`src/rtl/assert_macros.svh`:
```
// assertion helpers, sampled on clk and disabled during reset
`ifndef ASSERT_MACROS_SVH
`define ASSERT_MACROS_SVH

// same-cycle implication
`define ASSERT_SAME(lbl, ante, cons) \
	lbl: assert property (@(posedge clk) disable iff (!arst_n) (ante) |-> (cons)) \
		else $error("assertion failed");

// next-cycle implication
`define ASSERT_NEXT(lbl, ante, cons) \
	lbl: assert property (@(posedge clk) disable iff (!arst_n) (ante) |=> (cons)) \
		else $error("assertion failed");

`endif

```
`src/rtl/itb_pkg.sv`:
```
package itb_pkg;

	localparam int TIMER_SLOTS_DEF = 16;
	localparam int CMD_W = 3;
	localparam int IDX_W = 4;
	localparam int TIME_W = 32;
	localparam int IN_DATA_W = 40;
	localparam int OUT_DATA_W = 32;

	localparam logic [CMD_W-1:0] CMD_TICK = 3'd0;
	localparam logic [CMD_W-1:0] CMD_CREATE = 3'd1;
	localparam logic [CMD_W-1:0] CMD_CHECK = 3'd2;
	localparam logic [CMD_W-1:0] CMD_UPDATE = 3'd3;
	localparam logic [CMD_W-1:0] CMD_READ = 3'd4;

	// controller to datapath
	typedef struct packed {
		logic load;
		logic exec;
	} itb_cmd_t;

	// datapath to controller
	typedef struct packed {
		logic out_free;
	} itb_sts_t;

endpackage

```
`src/rtl/interval_timer_bank_unit.sv`:
```
// flow: a transaction is accepted in idle, which does the registered read of the slot stamp
// memory; an execute step then updates state and registers the result. The execute step
// waits while a result is unclaimed, and no new transaction is accepted until it is done
// reset: asynchronous, clears the millisecond counter, the slot count, the pause flag
// and the handshake state; slot stamps are not cleared and are written by create
`include "assert_macros.svh"

module interval_timer_bank_unit #(
	parameter int TIMER_SLOTS = itb_pkg::TIMER_SLOTS_DEF
) (
	input  logic                           clk,
	input  logic                           arst_n,
	input  logic                           s_tvalid,
	output logic                           s_tready,
	// timer_index [3:0], period_ms [35:4], restamp_when_paused [36], zero [39:37]
	input  logic [itb_pkg::IN_DATA_W-1:0]  s_tdata,
	// cmd [2:0]
	input  logic [itb_pkg::CMD_W-1:0]      s_tuser,
	output logic                           m_tvalid,
	input  logic                           m_tready,
	// result_value [31:0]
	output logic [itb_pkg::OUT_DATA_W-1:0] m_tdata,
	// error [0]
	output logic                           m_tuser,
	input  logic                           cfg_we,
	input  logic                           cfg_wdata
);
	import itb_pkg::*;

	itb_cmd_t ctl;
	itb_sts_t sts;

	itb_ctrl u_ctrl (
		.clk      (clk),
		.arst_n   (arst_n),
		.s_tvalid (s_tvalid),
		.s_tready (s_tready),
		.sts      (sts),
		.ctl      (ctl)
	);

	itb_dp #(
		.TIMER_SLOTS (TIMER_SLOTS)
	) u_dp (
		.clk       (clk),
		.arst_n    (arst_n),
		.s_tdata   (s_tdata),
		.s_tuser   (s_tuser),
		.m_tdata   (m_tdata),
		.m_tuser   (m_tuser),
		.m_tvalid  (m_tvalid),
		.m_tready  (m_tready),
		.cfg_we    (cfg_we),
		.cfg_wdata (cfg_wdata),
		.ctl       (ctl),
		.sts       (sts)
	);

	// the input side is not ready in the cycle after an accepted transaction
	`ASSERT_NEXT(a_busy_after_accept, s_tvalid && s_tready, !s_tready)
	// a new result appears only from an execute step
	`ASSERT_SAME(a_result_from_exec, $rose(m_tvalid), $past(ctl.exec))
	// execute never overwrites an unclaimed result
	`ASSERT_SAME(a_exec_out_free, ctl.exec, !m_tvalid || m_tready)
	// after execute the input side opens again
	`ASSERT_NEXT(a_ready_after_exec, ctl.exec, s_tready)

endmodule

```
`src/rtl/itb_ctrl.sv`:
```
module itb_ctrl (
	input  logic             clk,
	input  logic             arst_n,
	input  logic             s_tvalid,
	output logic             s_tready,
	input  itb_pkg::itb_sts_t sts,
	output itb_pkg::itb_cmd_t ctl
);
	import itb_pkg::*;

	typedef enum logic [1:0] {
		ST_IDLE = 2'b01,
		ST_EXEC = 2'b10
	} state_t;

	state_t state_q;
	state_t state_nx;

	always_comb begin
		ctl.load = 1'b0;
		ctl.exec = 1'b0;
		state_nx = state_q;
		case (state_q)
			ST_IDLE: begin
				if (s_tvalid) begin
					ctl.load = 1'b1;
					state_nx = ST_EXEC;
				end
			end
			ST_EXEC: begin
				// hold the fetched stamp until the result register frees up
				if (sts.out_free) begin
					ctl.exec = 1'b1;
					state_nx = ST_IDLE;
				end
			end
			default: state_nx = ST_IDLE;
		endcase
	end

	assign s_tready = (state_q == ST_IDLE);

	always_ff @(posedge clk or negedge arst_n) begin
		if (!arst_n) begin
			state_q <= ST_IDLE;
		end else begin
			state_q <= state_nx;
		end
	end

endmodule

```
`src/rtl/itb_dp.sv`:
```
module itb_dp #(
	parameter int TIMER_SLOTS = itb_pkg::TIMER_SLOTS_DEF
) (
	input  logic                          clk,
	input  logic                          arst_n,
	input  logic [itb_pkg::IN_DATA_W-1:0] s_tdata,
	input  logic [itb_pkg::CMD_W-1:0]     s_tuser,
	output logic [itb_pkg::OUT_DATA_W-1:0] m_tdata,
	output logic                          m_tuser,
	output logic                          m_tvalid,
	input  logic                          m_tready,
	input  logic                          cfg_we,
	input  logic                          cfg_wdata,
	input  itb_pkg::itb_cmd_t             ctl,
	output itb_pkg::itb_sts_t             sts
);
	import itb_pkg::*;

	localparam int AW = (TIMER_SLOTS > 1) ? $clog2(TIMER_SLOTS) : 1;
	localparam int CW = $clog2(TIMER_SLOTS + 1);
	localparam int CMPW = (CW > IDX_W) ? CW : IDX_W;

	logic [TIME_W-1:0] mem [TIMER_SLOTS];

	logic [CMD_W-1:0]  cmd_q;
	logic [IDX_W-1:0]  idx_q;
	logic [TIME_W-1:0] period_q;
	logic              restamp_q;
	logic [TIME_W-1:0] stamp_q;
	logic [TIME_W-1:0] now_q;
	logic [CW-1:0]     cnt_q;
	logic              paused_q;
	logic [TIME_W-1:0] res_value_q;
	logic              res_err_q;
	logic              out_valid_q;

	logic [IDX_W-1:0]  in_idx;
	logic [AW-1:0]     rd_addr;
	logic              slot_ok;
	logic              bank_full;
	logic [TIME_W-1:0] elapsed;
	logic [TIME_W-1:0] period_eff;
	logic              expired;
	logic              wr_en;
	logic [AW-1:0]     wr_addr;
	logic [TIME_W-1:0] now_nx;
	logic [CW-1:0]     cnt_nx;
	logic [TIME_W-1:0] value_nx;
	logic              err_nx;

	assign in_idx = s_tdata[IDX_W-1:0];
	assign rd_addr = AW'(in_idx);

	assign slot_ok = CMPW'(idx_q) < CMPW'(cnt_q);
	assign bank_full = (cnt_q == CW'(TIMER_SLOTS));
	assign elapsed = now_q - stamp_q;
	assign period_eff = (period_q == '0) ? TIME_W'(1) : period_q;
	assign expired = elapsed > period_eff;

	always_comb begin
		wr_en = 1'b0;
		wr_addr = AW'(idx_q);
		now_nx = now_q;
		cnt_nx = cnt_q;
		value_nx = '0;
		err_nx = 1'b0;
		case (cmd_q)
			CMD_TICK: begin
				now_nx = now_q + TIME_W'(1);
				value_nx = now_nx;
			end
			CMD_CREATE: begin
				if (bank_full) begin
					err_nx = 1'b1;
				end else begin
					wr_en = 1'b1;
					wr_addr = AW'(cnt_q);
					value_nx = TIME_W'(cnt_q);
					cnt_nx = cnt_q + CW'(1);
				end
			end
			CMD_CHECK: begin
				if (!slot_ok) begin
					err_nx = 1'b1;
				end else if (paused_q) begin
					wr_en = restamp_q;
				end else if (expired) begin
					wr_en = 1'b1;
					value_nx = elapsed;
				end
			end
			CMD_UPDATE: begin
				if (!slot_ok) begin
					err_nx = 1'b1;
				end else begin
					wr_en = !paused_q;
				end
			end
			CMD_READ: begin
				if (!slot_ok) begin
					err_nx = 1'b1;
				end else begin
					value_nx = elapsed;
				end
			end
			default: begin
			end
		endcase
	end

	// stamp store: registered read on accept, write at execute
	always_ff @(posedge clk) begin
		if (ctl.exec && wr_en) begin
			mem[wr_addr] <= now_q;
		end
		if (ctl.load) begin
			stamp_q <= mem[rd_addr];
		end
	end

	always_ff @(posedge clk) begin
		if (ctl.load) begin
			cmd_q <= s_tuser;
			idx_q <= in_idx;
			period_q <= s_tdata[IDX_W +: TIME_W];
			restamp_q <= s_tdata[IDX_W + TIME_W];
		end
		if (ctl.exec) begin
			res_value_q <= value_nx;
			res_err_q <= err_nx;
		end
	end

	always_ff @(posedge clk or negedge arst_n) begin
		if (!arst_n) begin
			now_q <= '0;
			cnt_q <= '0;
			paused_q <= 1'b0;
			out_valid_q <= 1'b0;
		end else begin
			if (cfg_we) begin
				paused_q <= cfg_wdata;
			end
			if (ctl.exec) begin
				now_q <= now_nx;
				cnt_q <= cnt_nx;
				out_valid_q <= 1'b1;
			end else if (m_tready) begin
				out_valid_q <= 1'b0;
			end
		end
	end

	assign sts.out_free = !out_valid_q || m_tready;
	assign m_tvalid = out_valid_q;
	assign m_tdata = res_value_q;
	assign m_tuser = res_err_q;

endmodule

```
`config.mk`:
```
export PLATFORM = sky130hd
export DESIGN_NAME = interval_timer_bank_unit
export DESIGN_NICKNAME = d
export VERILOG_FILES = /design/src/rtl/itb_pkg.sv /design/src/rtl/interval_timer_bank_unit.sv /design/src/rtl/itb_ctrl.sv /design/src/rtl/itb_dp.sv
export VERILOG_INCLUDE_DIRS = /design/src /design/src/rtl
export SDC_FILE = /design/constraint.sdc
export NUM_CORES = 1
export LEC_CHECK = 0
export BUFFER_PORTS_ARGS = -buffer_cell sky130_fd_sc_hd__buf_2
export CAP_MARGIN = 20
export CORE_MARGIN = 2
export CORE_UTILIZATION = 45
export CTS_CLUSTER_SIZE = 10
export DETAILED_ROUTE_END_ITERATION = 8
export PLACE_DENSITY = 0.63
export RECOVER_POWER = 25
export SYNTH_ARGS = -nofsm -noshare
export SYNTH_HDL_FRONTEND = slang
export SYNTH_SLANG_ARGS = --single-unit
```
`constraint.sdc`:
```
create_clock -name clk -period 6.9 [get_ports clk]
set_clock_uncertainty 0.1 [all_clocks]
set_input_delay 1.38 -clock clk [delete_from_list [all_inputs] [get_ports clk]]
set_output_delay 1.38 -clock clk [all_outputs]
set_load 0.005 [all_outputs]
```
## Word level (Yosys, flattened, before mapping)

Memory sizes are Yosys's and may differ from the RTL's. A register that Yosys moved wholly into a read port is not among the register bits.
Cells that the tools add are included.

| word-level totals | value |
|---|---|
| bits in registers | 114 |
| memories kept | 1 |
| output and inout bits | 35 |
| input port bits | 49 |
| RAM bits | 512 |

Memories:

| memory | words | bits a word | read ports | clocked after Yosys merged registers in | write ports | RTL line | text |
|---|---|---|---|---|---|---|---|
| u_dp.mem | 16 | 32 | 1 | 1 | 1 | itb_dp.sv:23 | `logic [TIME_W-1:0] mem [TIMER_SLOTS];` |

| operators by class | value |
|---|---|
| $add $sub $neg | 3 |
| reduce and logical (&&, ||, !) cells | 11 |
| muxes and demuxes | 29 |
| equality and inequality tests | 9 |
| magnitude comparators | 2 |
| bitwise logic cells | 1 |

Operator list:

| kind | count |
|---|---|
| two-way mux 32 bit | 5 |
| one-hot mux 32 bit (4 select lines) | 1 |
| adder 32 x 1 -> 32 bit (second input constant) | 1 |
| > comparator 32 bit | 1 |
| zero test 32 bit | 1 |
| subtractor 32 bit | 1 |
| two-way mux 1 bit | 15 |
| two-way mux 4 bit | 2 |
| == test 3 x 2 -> 1 bit (second input constant) | 2 |
| adder 5 x 1 -> 5 bit (second input constant) | 1 |
| == test 5 bit (second input constant) | 1 |
| < comparator 4 x 5 -> 1 bit | 1 |
| two-way mux 5 bit | 1 |
| two-way mux 2 bit | 2 |
| != test 2 bit (second input constant) | 2 |
| one-hot mux 2 bit (2 select lines) | 1 |
| AND reduction 2 bit | 2 |
| == test 3 x 1 -> 1 bit (second input constant) | 1 |
| == test 3 bit (second input constant) | 1 |
| zero test 3 bit | 1 |
| one-hot mux 1 bit (3 select lines) | 1 |
| AND reduction 3 bit | 1 |
| OR reduction 3 bit | 1 |
| == test 2 x 1 -> 1 bit (second input constant) | 1 |
| other kinds (7) | 8 |

## Depth between registers and ports, before layout

| logic depth | value |
|---|---|
| depth in word-level cells | 10 |
| mapped depth | 22 |
| depth with buffers taken out | 22 |

## Cells and area by module

From an unflattened synthesis, not the netlist that was laid out.

| unflattened totals | value |
|---|---|
| cell total of the unflattened synthesis | 1538 |
| area, all modules | 27958.1 um2 |

Modules (own cells, without submodules):

| module | sequential area each (um2) | area each (um2) | times used | cells each |
|---|---|---|---|---|
| itb_dp | 19503.7 | 27866.7 | 1 | 1530 |
| itb_ctrl | 51.3 | 91.3 | 1 | 8 |

## Worst setup path before layout

Ideal clock, no wire load.

| timing path | value |
|---|---|
| path type | reg-to-reg |
| from | reg u_dp.now_q[0] |
| to | mem u_dp.mem[0][0], enable pin |
| path buffers | 0 |
| data arrival time | 5.974 ns |
| setup time | 0.421 ns |
| stages on the path, launching flop included | 22 |
| data required time | 6.379 ns |
| clock period less this slack | 6.495 ns |
| slack | 0.405 ns |
| path through | dfrtp_1 -> inv_1 -> ha_1 -> fa_1 -> nand2b_1 -> a21oi_1 -> nor3_1 -> o21bai_1 -> a41oi_2 -> a2111oi_2 -> o22a_1 -> xnor2_1 -> inv_1 -> ha_1 -> nand3_1 -> nor4_1 -> o311a_2 -> o21ai_2 -> a211o_1 -> a21oi_1 -> a32oi_1 -> nor2_1 |

| between the ends | value |
|---|---|
| longest elaborated chain between the ends | 9 |

RTL lines:

| element | RTL line | text |
|---|---|---|
| start: declaration | itb_dp.sv:30 | `logic [TIME_W-1:0] now_q;` |
| start signal: assignment | itb_dp.sv:145 | `now_q <= now_nx;` |
| subtractor 32 bit | itb_dp.sv:56 | `assign elapsed = now_q - stamp_q;` |
| > comparator 32 bit | itb_dp.sv:58 | `assign expired = elapsed > period_eff;` |
| two-way mux 1 bit | itb_dp.sv:87 | `end else if (expired) begin` |
| two-way mux 1 bit | itb_dp.sv:85 | `end else if (paused_q) begin` |
| two-way mux 1 bit | itb_dp.sv:83 | `if (!slot_ok) begin` |
| one-hot mux 1 bit (3 select lines) | itb_dp.sv:67 | `case (cmd_q)` |
| logical AND 1 bit | itb_dp.sv:113 | `if (ctl.exec && wr_en) begin` |
| two-way mux 1 bit | itb_dp.sv:113 |  |
| two-way mux 1 bit (not written as such) | itb_dp.sv:114 | `mem[wr_addr] <= now_q;` |
| end: declaration | itb_dp.sv:23 |  |

No other way between the ends.

## Worst setup path in the final report

| timing path | value |
|---|---|
| from | reg u_dp.now_q[0] |
| to | mem u_dp.mem[11][18], enable pin |

The elaborated chain is that of the path after synthesis.

==> out/qor.csv <==
stage,metric,value,unit
layout,Fill cells,4859,
clock_network,clock-pin slew on the worst setup and hold paths,0.06,ns
layout,layout cells sized above 1,24.2,%
worst_setup_path,Worst Setup Path Type,reg -> reg,
die,Die H,253,µm
die,starting density of the core,45.5,%
route,initial drt markers,1312,
power_and_ir_drop,Max IR drop VDD,0.000167,V
sta,Setup TNS,0,ns
layout,nets,1852,
place,DP Wirelength,39.5,mm
synth,share of the synthesized area in the top cell type,66.2,%
power_and_ir_drop,Clk network pwr share,41.6,%
sta,final setup violation count,0,
die,DIE WIDTH,253,µm
clock_network,CTS resizes,0,
grt,grt ovf,0,
worst_setup_path,worst endpoint data arrival time,6.58,ns
clock_network,setup bufs post-CTS,0,
synth,"Distinct cells, synth",75,
synth,main flop type after synthesis,edfxtp_1,
grt,largest net degree at the start of global routing,76,
route,drt via density,5.67,
worst_setup_path,critical path's largest stage delay,0.44,ns
route,Vias,14790,
synth,"Cell Area, Synth",0.0280,mm²
sta,final slew viol count,0,
layout,synthesis-to-layout area growth,14.7,%
grt,vias in the first global route,15356,
clock_network,CTS Buf Count,77,
die,# rows,91,
synth,Ys Warns,0,
die,IO Pins,84,
synth,syn_area_per_cell,18.0,µm²
route,final wirelength,63.4,mm
synth,Post-Syn Instances,1559,
flow_run,max cap viols,0,
sta,final hold violation count,0,
worst_setup_path,"Buf+Inv Stages, Crit Path",3,
power_and_ir_drop,combinational fraction of design power,7.4,%
place,Port Buffer Count,80,
sta,Hold WS,0.433,ns
power_and_ir_drop,NetSw,1.97,mW
power_and_ir_drop,total power,8.80,mW
grt,initial antenna violation count,2,
place,gpl congestion,0.908,
clock_network,Max clock buf depth,3,
clock_network,worst skew pair latency,0.62,ns
synth,"EDFF count, synth",617,
clock_network,CTS H-Tree Depth,3,
synth,Area contributors post-synth,"edfxtp_1, mux4_2, dfrtp_1, ha_1, xnor2_1",
die,Die Area,0.0642,mm²
synth,post-synth top area cell,edfxtp_1,
clock_network,hold_buf cts,0,
worst_setup_path,Crit path required time,7.06,ns
run_status,status,completed,
sta,period utilization,93.0,%
power_and_ir_drop,Int Power,6.83,mW
sta,unrepaired setup endpoints after global routing,no,
synth,#FFs+latches synth,658,
sta,Final min period,6.42,ns
synth,post-synthesis sequential area ratio,69.8,%
synth,"top cells by count, synth","edfxtp_1, mux4_2, inv_1",
layout,ANT cells,0,
route,Antenna Nets Post-Route,0,
sta,f_max,0.156,GHz
min_path,Hold WC Path Type,reg -> reg,
route,drt pass-1 iters,5,
grt,total track usage,20.3,%
power_and_ir_drop,sequential power share,50.9,%
worst_setup_path,CP cell instances,inv_1 -> ha_1 -> fa_1 -> nand2b_1 -> a21oi_1 -> nor3_1 -> o21bai_1 -> a41oi_2 -> a2111oi_2 -> o22a_1 -> xnor2_1 -> inv_1 -> ha_1 -> nand3_1 -> a2111oi_0 -> a211oi_1 -> o211ai_1 -> o21ai_2 -> a211o_1 -> a21oi_1 -> a31oi_1 -> nor2_4 -> buf_4,
clock_network,CTS tree,built,
sta,relative slew slack,25.2,%
worst_setup_path,crit path launch type,register,
clock_network,root buffer cell,clkbuf_16,
power_and_ir_drop,switching portion of total power,22.4,%
synth,Async SR Flop Fraction,6.23,%
route,DRC,0,
route,DR WL/cell,24.3,µm
clock_network,clock tree sinks,658,
layout,footprint of the multi-input gates,0.00796,mm²
power_and_ir_drop,Lkg Pwr,10.4,nW
layout,Register Area,0.0196,mm²
worst_setup_path,CP max FO,20,
die,Core ar.,0.0616,mm²
worst_setup_path,CP top delay family,compound AO/OA/AOI/OAI gates,
synth,syn_nets,1678,
worst_setup_path,Setup crit end kind,register,
synth,top-count cell post-synth,edfxtp_1,
power_and_ir_drop,PwrDens,274,mW/mm²
sta,Slew @ Worst Pin,1.12,ns
worst_setup_path,"slowest stage cell, crit path",a31oi_1,
grt,first-pass GRT wire length,95.4,mm
routing by layer:
layer | up-vias | share of wire (%) | GRT usage, %
li1 | 6527 | - | -
met1 | 7737 | 43 | 28.1
met2 | 452 | 49 | 33.3
met3 | 70 | 5.7 | 3.19
met4 | 4 | 1.6 | 5.92
met5 | - | 0.043 | 0
sequential cells by signal, indices dropped and copies added (netlist names):
register / count
u_dp.m_tvalid: 1
u_dp.period_q: 32
u_dp.cmd_q: 3
u_dp.cnt_q: 5
u_dp.now_q: 32
u_dp.paused_q: 1
u_dp.restamp_q: 1
u_dp.idx_q: 4
u_dp.mem: 512
u_dp.m_tuser: 1
u_dp.m_tdata: 32
u_dp.stamp_q: 32
u_ctrl.state_q: 2
stage by stage:
step	instances	setup WS (ns)	cell area (µm²)	utilization (%)
after global placement	2490	0.537	29900	48.6
after CTS	2607	0.461	32200	52.2
after detailed placement	2490	0.485	29900	48.6
after global routing	2608	0.0218	32100	52.1
after floorplan	1559	0.405	28000	-
final	2608	0.480	32100	52.1
power groups by stage:
stage               Clock, mW  Sequential (mW)  Combinational (mW)
floorplan                   0             4.58               0.420
global placement            0             4.56               0.646
detailed placement          0             4.56               0.660
CTS                      3.74             4.48               0.663
global route             3.90             4.49               0.734
finish                   3.66             4.48               0.655
worst paths after layout:
kind / slack [ns] / depth (start not counted) / start / endpoint
hold reg to reg: 0.43 / 2 / u_dp.m_tvalid / u_dp.m_tvalid
setup reg to reg: 0.48 / 23 / u_dp.now_q[0] / u_dp.mem[11][18]
setup / recovery: 0.48 / 23 / u_dp.now_q[0] / u_dp.mem[11][18]
hold / removal: 0.43 / 2 / u_dp.m_tvalid / u_dp.m_tvalid
min in group asynchronous: 0.60 / 1 / arst_n / u_dp.now_q[29]
max in group asynchronous: 5.46 / 2 / arst_n / u_ctrl.state_q[0]
cell families after synthesis:
kind of cell / Yosys count / share of synthesized area, %
buffers and inverters: 157 / 2.18
DFF: 658 / 69.8
AOI/OAI and AO/OA: 175 / 4.39
muxes: 162 / 12.9
adders and majority gates: 70 / 3.15
and+or+nand+nor: 244 / 4.58
xor gates and xnor gates: 93 / 2.91
cell usage in the layout, fill, tap and decap left out, types with 5 or more instances in the layout:
cell       Yosys  layout
a21o_1        20      20
a21oi_1       42      42
a31oi_1       10      10
and2_1         7       6
and3_1        13      13
buf_2          3      77
buf_4          2      51
clkbuf_1      41      52
clkbuf_16      0      79
dfrtp_1       40      40
edfxtp_1     617     617
ha_1          69      69
inv_1         96      96
mux4_2       160     160
nand2_1       52      52
nand2b_1      13      13
nand3_1       24      24
nand4_1       17      17
nor2_1        62      46
nor2_4         1      17
nor2b_1        8       8
nor3_1        12      12
nor4_1        11      11
o211ai_1       5       5
o21ai_0       23      23
o21bai_1       5       5
o221ai_1       5       5
o22ai_1        7       7
o2bb2ai_1     20      20
xnor2_1       50      50
xor2_1        43      43
tightest hold or removal path, stage by stage, from the launching register on:
cell and delay, ns:
dfrtp_1 0.36, nand2b_1 0.08, nand2_1 0.06
cell type report:
cell class	count	share of cell area, %
Inverter	96	1.12
Clock buffer	109	6.54
Tap cell	837	3.26
Multi-Input combinational cell	744	24.8
Timing Repair Buffer	156	2.95
Clock inverter	8	0.429
Sequential cell	658	60.9
Power figures use the tool's default switching activity.
